### src/sv/q2e_pkg.sv
// Shared constants, types and the arctangent table for the quaternion to Euler angle unit.
package q2e_pkg;

  localparam int CORDIC_STAGES = 16;
  localparam int ATAN_LEN = 24;
  localparam int RUN_STAGES = (CORDIC_STAGES < ATAN_LEN) ? CORDIC_STAGES : ATAN_LEN;
  localparam int SQRT_STAGES = 29;
  localparam int STG_W = 5;
  localparam int CW = 38;
  localparam int AW = 34;
  localparam int VW = 57;
  localparam int RW = 58;
  localparam int SW = 30;
  localparam int PW = 32;
  localparam int NV = 3 + SQRT_STAGES + 1 + RUN_STAGES;

  typedef struct packed {
    logic                 zero;
    logic signed [CW-1:0] x;
    logic signed [CW-1:0] y;
    logic signed [AW-1:0] acc;
  } cordic_t;

  typedef struct packed {
    logic [VW-1:0] v;
    logic [RW-1:0] res;
  } sqrt_t;

  typedef struct packed {
    logic signed [CW-1:0] y1;
    logic signed [CW-1:0] x1;
    logic signed [CW-1:0] y3;
    logic signed [CW-1:0] x3;
    logic signed [SW-1:0] s;
    logic                 clamp;
  } side_t;

  function automatic logic signed [AW-1:0] atan_entry(input logic [STG_W-1:0] idx);
    logic signed [AW-1:0] r;
    case (idx)
      5'd0:  r = AW'(34'h020000000);
      5'd1:  r = AW'(34'h012E4051E);
      5'd2:  r = AW'(34'h009FB385B);
      5'd3:  r = AW'(34'h0051111D4);
      5'd4:  r = AW'(34'h0028B0D43);
      5'd5:  r = AW'(34'h00145D7E1);
      5'd6:  r = AW'(34'h000A2F61E);
      5'd7:  r = AW'(34'h000517C55);
      5'd8:  r = AW'(34'h00028BE53);
      5'd9:  r = AW'(34'h000145F2F);
      5'd10: r = AW'(34'h0000A2F98);
      5'd11: r = AW'(34'h0000517CC);
      5'd12: r = AW'(34'h000028BE6);
      5'd13: r = AW'(34'h0000145F3);
      5'd14: r = AW'(34'h00000A2FA);
      5'd15: r = AW'(34'h00000517D);
      5'd16: r = AW'(34'h0000028BE);
      5'd17: r = AW'(34'h00000145F);
      5'd18: r = AW'(34'h000000A30);
      5'd19: r = AW'(34'h000000518);
      5'd20: r = AW'(34'h00000028C);
      5'd21: r = AW'(34'h000000146);
      5'd22: r = AW'(34'h0000000A3);
      5'd23: r = AW'(34'h000000051);
      default: r = '0;
    endcase
    return r;
  endfunction

endpackage

### src/sv/q2e_cordic_cell.sv
// One vectoring micro-rotation cell of the CORDIC arctangent chain.
module q2e_cordic_cell import q2e_pkg::*; (
  input  logic             clk,
  input  logic             en,
  input  logic [STG_W-1:0] stage,
  input  cordic_t          d_in,
  output cordic_t          d_out
);

  logic signed [CW-1:0] xs;
  logic signed [CW-1:0] ys;
  cordic_t              d_nxt;
  cordic_t              d_r;

  always_comb begin
    xs = d_in.x >>> stage;
    ys = d_in.y >>> stage;
    d_nxt.zero = d_in.zero;
    if (!d_in.y[CW-1]) begin
      d_nxt.x = d_in.x + ys;
      d_nxt.y = d_in.y - xs;
      d_nxt.acc = d_in.acc + atan_entry(stage);
    end else begin
      d_nxt.x = d_in.x - ys;
      d_nxt.y = d_in.y + xs;
      d_nxt.acc = d_in.acc - atan_entry(stage);
    end
  end

  always_ff @(posedge clk) begin
    if (en) begin
      d_r <= d_nxt;
    end
  end

  assign d_out = d_r;

endmodule

### config.mk
export PLATFORM = sky130hd
export DESIGN_NAME = q2e_cordic_cell
export DESIGN_NICKNAME = d
export VERILOG_FILES = /design/src/sv/q2e_pkg.sv /design/src/sv/q2e_cordic_cell.sv
export SDC_FILE = /design/constraint.sdc
export NUM_CORES = 1
export LEC_CHECK = 0
export BUFFER_PORTS_ARGS = -buffer_cell sky130_fd_sc_hd__buf_2
export CELL_PAD_IN_SITES_DETAIL_PLACEMENT = 1
export CELL_PAD_IN_SITES_GLOBAL_PLACEMENT = 1
export CORE_UTILIZATION = 42
export DETAILED_ROUTE_END_ITERATION = 16
export PLACE_DENSITY_LB_ADDON = 0.1
export SLEW_MARGIN = 40
export SYNTH_ARGS = -nofsm -noshare
export SYNTH_HDL_FRONTEND = slang
export SYNTH_SLANG_ARGS = --single-unit
export TNS_END_PERCENT = 100
### constraint.sdc
create_clock -name clk -period 7.1 [get_ports clk]
set_clock_uncertainty 0.2 [all_clocks]
set_input_delay 0.71 -clock clk [delete_from_list [all_inputs] [get_ports clk]]
set_output_delay 0.71 -clock clk [all_outputs]
set_load 0.03 [all_outputs]
-- After elaboration in Yosys (flattened, before gate mapping)
Memories as Yosys holds them, arrays and structs flattened.
Cells that the tools add are included.
- register bits after elaboration: 111
- memory bits (read-only): 1920
- bits of input ports: 118
- output and inout port bits: 111
- word-level logic and storage cells: 17
- memories: 2
- memory list (name ; depth ; width ; read ports ; clocked after memory_dff ; wr ports ; line ; RTL):
    (no name shown) ; 32 ; 30 ; 1 ; 0 ; 0 ; q2e_pkg.sv:40 ; case (idx)
    (no name shown) ; 32 ; 30 ; 1 ; 0 ; 0 ; q2e_pkg.sv:40 ;
- add/sub/neg operators: 6
- shifts and indexed selects: 2
- mux-type cells: 3
- operator list (operator ; number):
    $mux W110 ; 1
    $add A38 B38 Y38 ; 2
    $sshr A38 B5 Y38 ; 2
    $sub A38 B38 Y38 ; 2
    $mux W34 ; 2
    $add A34 B34 Y34 ; 1
    $sub A34 B34 Y34 ; 1

-- Depth between registers and ports, before layout
An unclocked memory read counts as a cell.
- word-level depth: 4
- depth in mapped cells: 28
- depth with buffers taken out: 23

-- Worst setup path before layout
Ideal clock, no wire load.
- kind: input to register
- start: input port stage[1]
- end: register d_r (netlist bit d_out[108]), data pin
- setup time: 0.258 ns
- arrival: 6.467 ns
- data required time: 6.642 ns
- setup slack: 0.176 ns
- stages on the path: 27
- path buffers: 4
- cell sequence: buf_4 > inv_2 > buf_4 > clkbuf_1 > ha_1 > clkbuf_1 > nand2_1 > a21oi_1 > o31ai_1 > nand4bb_1 > and4bb_2 > a211o_4 > nand4bb_4 > nor3_2 > xnor2_1 > o22ai_1 > ha_1 > a21o_1 > a21oi_1 > o21ai_0 > a2111oi_0 > nor2_1 > o41ai_1 > a21oi_1 > a211o_1 > a21oi_1 > xnor2_1
- RTL lines (what ; line ; RTL):
    start: declaration ; q2e_cordic_cell.sv:5 ; input logic [STG_W-1:0] stage,
    end signal: assignment ; q2e_cordic_cell.sv:32 ; d_r <= d_nxt;
    end: declaration ; q2e_cordic_cell.sv:13 ; cordic_t d_r;

==> flow_summary.json <==
{
  "initial_core_util_pct": 42.9,
  "final_max_slew_viol_count": 0,
  "fp.dieW_um": 207,
  "grt_overflow_total": 0,
  "worst-setup-path-type": "in2reg",
  "num_vias": 17800,
  "cp_max_fo": 25,
  "die_h_um": 207,
  "p_total_mw": 4.25,
  "synth_top_family_by_area": "compound AO/OA/AOI/OAI gates",
  "grt_use_total_pct": 34.0,
  "outcome": "completed",
  "ir_worst_vdd_mv": 0.170,
  "critPathMostFrequentCell": "buf_4",
  "avgViaCountPerCell": 6.47,
  "die-area_um2": 42900,
  "drive_gt1_share_pct": 25.7,
  "num_rows": 74,
  "worstSetupStartpointType": "primary input",
  "cts.sinks": 111,
  "yosysSeqAreaShare_pct": 18.8,
  "area_growth_pct": 15.1,
  "finalSetupViolations": 0,
  "crit_path_end_kind": "register",
  "cts_buffers": 9,
  "top_layer_used": "met4",
  "root_buffer": "clkbuf_16",
  "drtAntennaViolNets": 0,
  "cts_buffer_depth": 2,
  "rsz0062_at_grt": "no",
  "ys_top_cells_by_area": "edfxtp_1 19%, mux4_2 12%, ha_1 8.5%",
  "postCtsHoldBufs": 0,
  "n_antenna_cell": 0,
  "async_flop_share_pct": 0,
  "dr_wl_met3_mm": 4.35,
  "netlist_area_um2": 17700,
  "wl_met1_mm": 32.3,
  "gp_congestion": 0.982,
  "relSlewSlack_pct": 42.1,
  "synth.avg_cell_area_um2": 9.06,
  "io_pins": 229,
  "synth_edf_count": 111,
  "synth-main-ff-cell": "edfxtp_1",
  "cts_tree": "yes",
  "final_cell_mix": "222 x buf_2, 175 x nor2_1, 162 x a21oi_1, 134 x nand2_1, 132 x buf_4",
  "drtIter0Drc": 1550,
  "fin_crit_ns": 6.77,
  "drcViolationCount": 0,
  "yosys.area_share.simple_pct": 15.7,
  "num-nets-final": 2450,
  "largest_reg_flops": 111,
  "slowest_delay_ns": 0.63,
  "required_ns": 7.07,
  "arrival_ns": 6.75,
  "core-area_um2": 41200,
  "powerDensity_nw_per_um2": 209,
  "final_common_cell": "buf_2",
  "dp_hpwl_mm": 58.6,
  "grt_max_degree": 58,
  "max_cap_violations": 0,
  "clkTransAtPathRegs_ns": 0.09,
  "ys_warn_count": 0,
  "synth_compound_area_share_pct": 22.9,
  "wl_met2_mm": 34.9,
  "synthAdderAreaFrac_pct": 8.89,
  "htree_levels": 3,
  "ys_ff_latch": 111,
  "wirelength_mm": 73.9,
  "dr.pass1.iters": 7,
  "wl_per_cell_um": 26.9,
  "worstHoldPathType": "in2reg",
  "synthMuxAreaShare_pct": 19.7,
  "finalCritPeriodShare_pct": 95.4,
  "io_buffers": 228,
  "grt_pass1_vias": 18100,
  "synth_top_area_share_pct": 18.8,
  "synth_cells": 1951,
  "whs_ns": 0.274,
  "grt_pass1_wl_mm": 112,
  "synth_xor_area_share_pct": 9.26,
  "worst_slew_pin_slew_ns": 0.868,
  "antenna_found_initial": 2,
  "power.leakage_nw": 8.47,
  "slowest_stage": "a2111oi_0",
  "fin_util_pct": 49.4,
  "yosys.cell_types.count": 97,
  "synthesis.nets": 2192,
  "synth_area_leader_cell": "edfxtp_1",
  "fmax_ghz": 0.148,
  "hold_violations": 0
}
==> area by class of cell <==
class	instances	area (µm²)
clock buffers	9	225
clock inverters	7	90.1
fillers	4878	20900
inverters	53	199
multi-input cells	1670	13500
flip-flops and latches	111	3330
well taps	532	666
repair buffers	364	2320
==> path summary, 6_finish.rpt <==
check	slack [ns]	to	startpoint	depth (start not counted)
worst min-delay path	0.27	d_out[110]	d_in[110]	1
worst max-delay path	0.33	d_out[108]	stage[0]	25
==> routing by layer <==
layer | up-vias | GRT usage (%)
li1 | 8017 | -
met2 | 693 | 56.1
met1 | 8929 | 45.6
met4 | 0 | 12.1
met3 | 127 | 4.43
met5 | - | 0
==> per-stage QoR <==
stage	TNS [ns]	std cells	worst slack [ns]	cell area, µm²
after detailed placement	-0.321	2729	-0.272	20000
final	0	2746	0.326	20300
after global routing	0	2746	0.0116	20300
after global placement	-0.0588	2729	-0.0588	20000
after floorplan	0	1951	0.176	17700
after CTS	0	2745	0.165	20300
==> timing repair <==
action	4_1_cts	5_1_grt
resized for setup	0	6
endpoints found under the hold margin	0	0
endpoints found under the setup margin	0	3
buffers inserted	0	0
==> kinds of logic after synthesis <==
group           count (synthesis)
flops                         111
xor+xnor                      187
fa+ha+maj                     124
buf+inv                       170
mux                           213
compound gates                596
simple gates                  550
==> critical path, delay by kind of cell <==
family          cells  cell delay (ns)
buf+inv             6             1.16
fa+ha+maj           1             0.34
compound gates      9             2.38
mux                 1             0.53
simple gates        6             1.32
xor+xnor            2             0.24
==> power by group <==
part	switching, mW	internal [mW]	total, mW
registers	0.0447	0.978	1.02
logic	1.64	1.00	2.64
clock network	0.303	0.282	0.585
==> Yosys cell counts (10+ instances only) <==
cell type,instances
xnor2_1,115
mux4_2,98
clkbuf_1,42
buf_4,19
a21oi_1,163
o211ai_1,21
nor2_1,175
ha_1,120
mux2_2,47
o22ai_1,26
edfxtp_1,111
inv_1,49
nand2b_1,32
buf_1,12
o21a_1,28
o21bai_1,22
o21ai_0,78
buf_6,11
nand3_1,37
a31oi_1,32
nand4_1,10
buf_2,32
xor2_1,72
a211oi_1,25
and3_1,21
a21o_1,59
mux2i_1,64
and4_1,10
nor2b_1,30
nor3_1,28
nand2_1,134
and2_1,21
No activity file was read; power rests on OpenSTA's default activity.
