$ cat src/sv/q2e_pkg.sv
// Shared constants, types and the arctangent table for the quaternion to Euler angle unit.
package q2e_pkg;

  localparam int CORDIC_STAGES = 16;
  localparam int ATAN_LEN = 24;
  localparam int RUN_STAGES = (CORDIC_STAGES < ATAN_LEN) ? CORDIC_STAGES : ATAN_LEN;
  localparam int SQRT_STAGES = 29;
  localparam int STG_W = 5;
  localparam int CW = 38;
  localparam int AW = 34;
  localparam int VW = 57;
  localparam int RW = 58;
  localparam int SW = 30;
  localparam int PW = 32;
  localparam int NV = 3 + SQRT_STAGES + 1 + RUN_STAGES;

  typedef struct packed {
    logic                 zero;
    logic signed [CW-1:0] x;
    logic signed [CW-1:0] y;
    logic signed [AW-1:0] acc;
  } cordic_t;

  typedef struct packed {
    logic [VW-1:0] v;
    logic [RW-1:0] res;
  } sqrt_t;

  typedef struct packed {
    logic signed [CW-1:0] y1;
    logic signed [CW-1:0] x1;
    logic signed [CW-1:0] y3;
    logic signed [CW-1:0] x3;
    logic signed [SW-1:0] s;
    logic                 clamp;
  } side_t;

  function automatic logic signed [AW-1:0] atan_entry(input logic [STG_W-1:0] idx);
    logic signed [AW-1:0] r;
    case (idx)
      5'd0:  r = AW'(34'h020000000);
      5'd1:  r = AW'(34'h012E4051E);
      5'd2:  r = AW'(34'h009FB385B);
      5'd3:  r = AW'(34'h0051111D4);
      5'd4:  r = AW'(34'h0028B0D43);
      5'd5:  r = AW'(34'h00145D7E1);
      5'd6:  r = AW'(34'h000A2F61E);
      5'd7:  r = AW'(34'h000517C55);
      5'd8:  r = AW'(34'h00028BE53);
      5'd9:  r = AW'(34'h000145F2F);
      5'd10: r = AW'(34'h0000A2F98);
      5'd11: r = AW'(34'h0000517CC);
      5'd12: r = AW'(34'h000028BE6);
      5'd13: r = AW'(34'h0000145F3);
      5'd14: r = AW'(34'h00000A2FA);
      5'd15: r = AW'(34'h00000517D);
      5'd16: r = AW'(34'h0000028BE);
      5'd17: r = AW'(34'h00000145F);
      5'd18: r = AW'(34'h000000A30);
      5'd19: r = AW'(34'h000000518);
      5'd20: r = AW'(34'h00000028C);
      5'd21: r = AW'(34'h000000146);
      5'd22: r = AW'(34'h0000000A3);
      5'd23: r = AW'(34'h000000051);
      default: r = '0;
    endcase
    return r;
  endfunction

endpackage

$ cat src/sv/q2e_sqrt_cell.sv
// One digit cell of the pipelined integer square root.
module q2e_sqrt_cell import q2e_pkg::*; (
  input  logic             clk,
  input  logic             en,
  input  logic [STG_W-1:0] stage,
  input  sqrt_t            d_in,
  output sqrt_t            d_out
);

  logic [STG_W-1:0] rev;
  logic [RW-1:0]    bitv;
  logic [RW-1:0]    t;
  sqrt_t            d_nxt;
  sqrt_t            d_r;

  always_comb begin
    rev = STG_W'(SQRT_STAGES - 1) - stage;
    bitv = RW'(1) << {rev, 1'b0};
    t = d_in.res + bitv;
    if ({1'b0, d_in.v} >= t) begin
      d_nxt.v = VW'({1'b0, d_in.v} - t);
      d_nxt.res = (d_in.res >> 1) + bitv;
    end else begin
      d_nxt.v = d_in.v;
      d_nxt.res = d_in.res >> 1;
    end
  end

  always_ff @(posedge clk) begin
    if (en) begin
      d_r <= d_nxt;
    end
  end

  assign d_out = d_r;

endmodule

$ cat config.mk
export PLATFORM = sky130hd
export DESIGN_NAME = q2e_sqrt_cell
export DESIGN_NICKNAME = d
export VERILOG_FILES = /design/src/sv/q2e_pkg.sv /design/src/sv/q2e_sqrt_cell.sv
export SDC_FILE = /design/constraint.sdc
export NUM_CORES = 1
export LEC_CHECK = 0
export BUFFER_PORTS_ARGS = -buffer_cell sky130_fd_sc_hd__buf_2
export CAP_MARGIN = 20
export CORE_UTILIZATION = 52
export DETAILED_ROUTE_END_ITERATION = 12
export HOLD_SLACK_MARGIN = 0.02
export PLACE_DENSITY = 0.78
export SLEW_MARGIN = 25
export SYNTH_ARGS = -nofsm -noshare
export SYNTH_HDL_FRONTEND = slang
export SYNTH_SLANG_ARGS = --single-unit
$ cat constraint.sdc
create_clock -name clk -period 6.54 [get_ports clk]
set_input_delay 0.654 -clock clk [delete_from_list [all_inputs] [get_ports clk]]
set_output_delay 0.654 -clock clk [all_outputs]
set_load 0.1 [all_outputs]
Word-level counts from Yosys, hierarchy flattened. Cells that the tools add are included.

Register bits: 115. Bits of input ports: 122. Output and inout bits: 115.

$add $sub $neg: 4. $lt $le $gt $ge: 1. Shift operators: 1. Muxes and demuxes: 1.

Operator list (count): $mux W115 (1); $add A57 B58 Y58 (1); $add A58 B58 Y58 (1); $ge A57 B58 Y1 (1); $shl A1 B6 Y58 const A (1); $sub A57 B57 Y57 (1); $sub A5 B5 Y5 const A (1).

Logic depth before layout (Yosys ltp). Gate-level depths: netlist (run 1).

Depth in word-level cells: 5. Mapped depth: 32. Mapped depth without buffers: 26.

Least setup slack after synthesis (run 1). OpenSTA, ideal clock, no wires.

Kind: input -> register. Start point: input stage[0]. End point: register d_r, in the netlist d_out[100] (data pin). Library setup time: 0.260 ns. Arrival time: 6.650 ns. Setup slack: -0.370 ns. Cell stages on the path: 28. Buffers on the path: 5. Path through: buf_2 > or2_1 > clkbuf_1 > clkbuf_1 > nor2_1 > ha_1 > and3_1 > a41oi_1 > a31o_2 > o21ba_2 > o32ai_1 > a21oi_1 > o41ai_1 > a21oi_1 > o21ai_0 > a21boi_0 > xor2_1 > ha_1 > clkbuf_1 > nand2_1 > nor2_1 > nand4_1 > o41a_1 > a311oi_1 > o221ai_1 > a311oi_4 > buf_2 > mux2_2.

RTL lines: start, declared (line q2e_sqrt_cell.sv:5) `input logic [STG_W-1:0] stage,`; end signal, assigned (line q2e_sqrt_cell.sv:31) `d_r <= d_nxt;`; end, declared (line q2e_sqrt_cell.sv:14) `sqrt_t d_r;`.

==> results of run 1 <==
[worst max-delay path, cell delays in order]
cell,delay [ns]
buf_2,0.11
buf_4,0.15
nand2b_1,0.14
nor2_2,0.07
ha_1,0.30
a21o_1,0.12
a31oi_1,0.10
a31o_2,0.26
or4_1,0.48
a211o_1,0.39
a2111oi_4,0.40
or2_4,0.19
a31o_4,0.13
a31oi_1,0.08
xor2_1,0.18
ha_1,0.33
nand3_2,0.13
nor4_4,0.17
nand4_1,0.13
o41a_1,0.44
a311oi_2,0.24
o221ai_1,0.21
a311oi_4,0.33
buf_6,0.23
buf_12,0.19
mux2_2,0.35
[metal layers]
| layer | up-vias | wire [um] | GRT usage | part of all wire |
|---|---|---|---|---|
| li1 | 6441 | - | - | - |
| met1 | 6404 | 18800 | 0.473 | 0.44 |
| met2 | 665 | 19300 | 0.525 | 0.45 |
| met3 | 77 | 3670 | 0.0482 | 0.086 |
| met4 | 2 | 1060 | 0.110 | 0.025 |
| met5 | - | 8 | 0 | 0.00019 |
[cells by family (layout without fill, tap and decap cells)]
family / count (synthesis) / in the layout / share of synthesized area
simple gates: 498 / 498 / 0.187
compound gates: 448 / 448 / 0.231
mux: 60 / 60 / 0.0525
other cells: 0 / 1 / 0
flops: 115 / 115 / 0.270
buf+inv: 121 / 520 / 0.0388
xor+xnor: 178 / 178 / 0.122
fa+ha+maj: 102 / 102 / 0.0994
[through the flow]
stage	utilization	TNS, ns	setup WS (ns)
after floorplan	-	-5.61	-0.0722
after global placement	0.655	-20.80	-0.299
after detailed placement	0.655	-44.41	-0.516
after CTS	0.679	0	0.0552
after global routing	0.684	-0.527	-0.0459
final	0.684	0	0.183
[worst max path at each step]
| stage | end | cells past startpoint | slack, ns |
|---|---|---|---|
| final | d_out[65] | 26 | 0.18 |
| after global placement | d_out[67] | 26 | -0.30 |
| after CTS | d_out[65] | 26 | 0.06 |
| after global routing | d_out[4] | 29 | -0.05 |
| after floorplan | d_out[100] | 26 | -0.07 |
| after detailed placement | d_out[65] | 26 | -0.52 |
[power breakdown]
| group | total (W) | switching, W | internal, W |
|---|---|---|---|
| sequential | 0.000918 | 0.0000185 | 0.000900 |
| clock | 0.000955 | 0.000391 | 0.000564 |
| combinational | 0.00152 | 0.00107 | 0.000459 |
[timing repair]
item	CTS	global route
hold endpoints to repair	0	0
pin swaps	0	1
gates resized for setup	1	22
buffers inserted	0	3
setup endpoints to repair	48	111
[cell usage in the layout, fill, tap and decap left out, types with 58 or more instances in the layout]
cell,Yosys,routed
nand2_1,167,146
edfxtp_1,115,115
a21oi_1,126,125
buf_2,19,235
xnor2_1,120,120
ha_1,97,95
nor2_1,114,111
xor2_1,58,58
o21ai_0,80,77
buf_4,5,206
[area by class of cell]
type | instances | area (um2) | area share
clock inverter | 14 | 158 | 0.00951
antenna | 1 | 2.50 | 0.000151
clock buffer | 17 | 425 | 0.0257
inverter | 42 | 158 | 0.00951
multi-input combinational | 1286 | 9150 | 0.552
tap | 324 | 405 | 0.0244
sequential | 115 | 3450 | 0.208
timing repair buffer | 447 | 2830 | 0.171
==> flow_summary.yaml, run 1 <==
critical_path:
  worstSetupPathType: "in -> reg"
  endpoint_kind: "flip-flop"
  critPathMaxFanout: 21
  setup.worst_path.start: "stage[1]"
  worstPathArrival_ns: 6.53
  worstSetupStartpointType: "input pin"
  required_ns: 6.71
cts:
  cts_tree: "built"
  clk_pin_slew_ns: 0.06
  root_buffer: "clkbuf_16"
  htreeDepth: 4
  numCtsBuffers: 17
  cts_hold_buf: 0
  cts.sinks: 115
  clockBufferDepth: 2
finish:
  finalNetCount: 2129
  final_layout_size_suffix_gt1_frac: 0.318
  design_area_mm2: 0.0166
  layout.cells.non_filler: 2246
  nFillCells: 1985
  largest_reg_flops: 115
  area_delta_synth_final_pct: 29.5
timing:
  max-slew-margin-rel: 0.382
  period_minus_slack_ns: 6.36
  rsz0062_at_grt: "true"
  hold_viol_final: 0
  finalMaxSlewViolations: 0
  max_freq_ghz: 0.157
  tightest_slew_ns: 0.904
  fin_crit_sh: 0.972
  hold_slack_ns: 0.556
  setup_viol_count_final: 0
run_status:
  status: "finished, final reports clean"
yosys:
  synth_edf_count: 115
  ys_top_cells_by_area: "edfxtp_1, ha_1, xnor2_1, mux2_2, a21oi_1"
  synthesis.nets: 1742
  postSynth.asyncResetShare: 0
  syn_inst: 1522
  ys_types: 79
  synth_ff_type: "edfxtp_1"
  synth_most_common_cell: "nand2_1"
  yosysTopAreaCellShare: 0.270
  synth_seq_cells: 115
  yosysWarnings: 0
  yosys.area.top_type: "edfxtp_1"
  ys_seq_area_frac: 0.270
  netlist_area_mm2: 0.0128
  synthTopCellsByCount: "nand2_1, a21oi_1, xnor2_1, edfxtp_1, nor2_1"
  syn_avg_cell_area_um2: 8.42
routing:
  via_per_inst: 6.05
  first_pass_iters: 6
  wl_per_cell_um: 19.1
  vias: 13589
  ant_nets: 0
  first_iter_violations: 1232
  drc_errors: 0
  wirelength_um: 42900
floorplanning:
  io_pins: 237
  die-height_um: 159
  die_w_um: 159
  start_util: 0.528
  coreArea_mm2: 0.0242
  rows: 57
  dieArea_mm2: 0.0253
global_routing:
  antenna_found_initial: 2
  grt_pass1_wl_um: 67100
  grt_pass1_vias: 12827
  track_usage: 0.335
  grt_max_degree: 61
  gr-total-overflow: 0
worst_hold_path:
  timing.hold.worst.start: "d_in[108]"
  hold_path_depth: 2
  holdCritPathClass: "in -> reg"
  whs_endpoint: "d_out[108]"
power:
  p_leak_nw: 7.14
  total_power_w: 0.00340
  vdd_drop_max_v: 0.000138
  cellPowerDensity_mw_per_mm2: 205
placement:
  io_buffers: 236
  place_inst: 2211
  placed_cell_area_mm2: 0.0159
  hpwl_um: 34300
  place_congestion: 0.978
run:
  cap_violations: 0
(Power assumes the default switching activity.)
==> inputs of run 2 (changes only) <==
--- a/config.mk
+++ b/config.mk
@@ -11,6 +11,7 @@
 export DETAILED_ROUTE_END_ITERATION = 12
 export HOLD_SLACK_MARGIN = 0.02
 export PLACE_DENSITY = 0.78
+export SETUP_SLACK_MARGIN = 0.5
 export SLEW_MARGIN = 25
 export SYNTH_ARGS = -nofsm -noshare
 export SYNTH_HDL_FRONTEND = slang
==> run 2 against run 1 <==
  * Routed wire length up 9.5%
  * Sequential share of layout area is 1.4 points lower
  * Critical endpoint is now d_out[78]
  * Combinational power grew 7%
  * Flip-flop and latch count did not move
  * Maximum frequency increased by 2.1%
  * Core utilization up 5.1 points
  * Final cell count is 2.4% higher
  * Largest cell class unchanged
  * Largest power group unchanged
  * Design area up 7.5%
  * First-iteration DRC count is 0.24% higher
  * Power grew 7.7%
  * Global-route usage is 2.2 points higher
  * Die area did not move
==> flow_summary.yaml, run 2 (synthesis gave the netlist of run 1 again) <==
run:
  cap_violations: 0
timing:
  hold_viol_final: 0
  period_minus_slack_ns: 6.23
  finalMaxSlewViolations: 0
  setup_viol_count_final: 0
  max_freq_ghz: 0.161
  tightest_slew_ns: 1.02
  rsz0062_at_grt: "true"
  fin_crit_sh: 0.952
  max-slew-margin-rel: 0.299
global_routing:
  grt_max_degree: 62
  grt_pass1_wl_um: 71600
  antenna_found_initial: 4
  grt_pass1_vias: 13206
  gr-total-overflow: 0
  track_usage: 0.356
power:
  cellPowerDensity_mw_per_mm2: 205
  total_power_w: 0.00366
  vdd_drop_max_v: 0.000155
  p_leak_nw: 7.84
finish:
  largest_reg_flops: 115
  finalNetCount: 2179
  multi_input_area_mm2: 0.00963
  final_layout_size_suffix_gt1_frac: 0.364
  area_delta_synth_final_pct: 39.1
  design_area_mm2: 0.0178
  layout_commonest_cell: "buf_2"
  ff_latch_area_mm2: 0.00345
  final_cell_mix: "buf_2, buf_4, nand2_1"
  nFillCells: 1778
critical_path:
  setup.worst_path.start: "stage[2]"
  crit_slowest_cell: "or4_4"
  critPathMaxFanout: 13
  endpoint_kind: "flip-flop"
  worstSetupStartpointType: "input pin"
  worstSetupPathType: "in -> reg"
  critPathMaxStageDelay_ns: 0.43
  endpoint: "d_out[78]"
  worstPathArrival_ns: 6.41
  required_ns: 6.72
floorplanning:
  die_w_um: 159
  start_util: 0.528
  die-height_um: 159
  dieArea_mm2: 0.0253
  coreArea_mm2: 0.0242
  rows: 57
  io_pins: 237
routing:
  drc_errors: 0
  vias: 14213
  wirelength_um: 46900
  first_pass_iters: 6
  wl_per_cell_um: 20.4
  first_iter_violations: 1235
  ant_nets: 0
  via_per_inst: 6.18
cts:
  htreeDepth: 4
  root_buffer: "clkbuf_16"
  numCtsBuffers: 17
  cts_hold_buf: 0
  cts_tree: "built"
  clockBufferDepth: 2
  cts.sinks: 115
  clk_pin_slew_ns: 0.06
worst_hold_path:
  holdCritPathClass: "in -> reg"
placement:
  place_congestion: 0.971
  hpwl_um: 34800
  placed_cell_area_mm2: 0.0160
  io_buffers: 236
run_status:
  status: "finished, final reports clean"
-- run 2: cell types whose count changed in the layout (fill, tap and decap cells not counted), sizes merged --
cell / delta
diode: +3
bufinv: +4
buf: +47
clkinvlp: -3
inv: -1
clkbuf: +4
-- run 2: worst max-delay path: cells and delay by family --
family	cells	cell delay, ns
AOI/OAI and AO/OA	12	2.68
and+or+nand+nor	7	1.31
buffers and inverters	6	0.82
adders and majority gates	2	0.51
muxes	1	0.36
xor gates and xnor gates	1	0.06
-- run 2: metal layers --
layer  track usage  wire, um  vias to the layer above
met5             0         0                        -
met4         0.121      1660                        0
met3        0.0464      4440                      138
met2         0.569     21300                      882
met1         0.496     19500                     6623
li1              -         -                     6570
-- run 2: worst min path at each step --
stage | cells after the start | start | slack (ns) | endpoint
5_1_grt | 2 | d_in[68] | 0.55 | d_out[68]
2_1_floorplan | 0 | en | 0.77 | d_out[0]
4_1_cts | 2 | d_in[62] | 0.55 | d_out[62]
3_3_place_gp | 2 | d_in[67] | 0.98 | d_out[67]
6_report | 2 | d_in[109] | 0.55 | d_out[109]
3_5_place_dp | 2 | d_in[62] | 0.98 | d_out[62]
-- run 2: final cells by class --
cell class              instances  share of cell area
diodes                          4            0.000562
clock buffers                  18              0.0241
clock inverters                14              0.0140
inverters                      42             0.00885
multi-input cells            1286               0.540
flip-flops and latches        115               0.194
well taps                     324              0.0227
repair buffers                497               0.195
-- run 2: power breakdown --
part           total, W  switching, W  internal (W)  leakage (nW)
Combinational   0.00163       0.00112      0.000511          6.38
Clock           0.00111      0.000394      0.000721         0.329
Sequential     0.000920     0.0000204      0.000900          1.13
-- run 2: metrics by stage --
step                      setup TNS [ns]  cells  hold slack [ns]   util  setup WS [ns]
after CTS                              0   2278            0.547  0.712          0.418
after global routing                   0   2300            0.552  0.735          0.162
final                                  0   2300            0.548  0.735          0.312
after floorplan                    -5.61   1522            0.766      -        -0.0722
after detailed placement          -55.45   2218            0.985  0.658         -0.588
after global placement            -35.34   2218            0.983  0.658         -0.406
-- run 2: timing repair --
action,4_1_cts,5_1_grt
gates cloned,2,3
buffers inserted,26,15
pin swaps,36,31
gates resized for setup,80,82
endpoints found under the setup margin,115,115
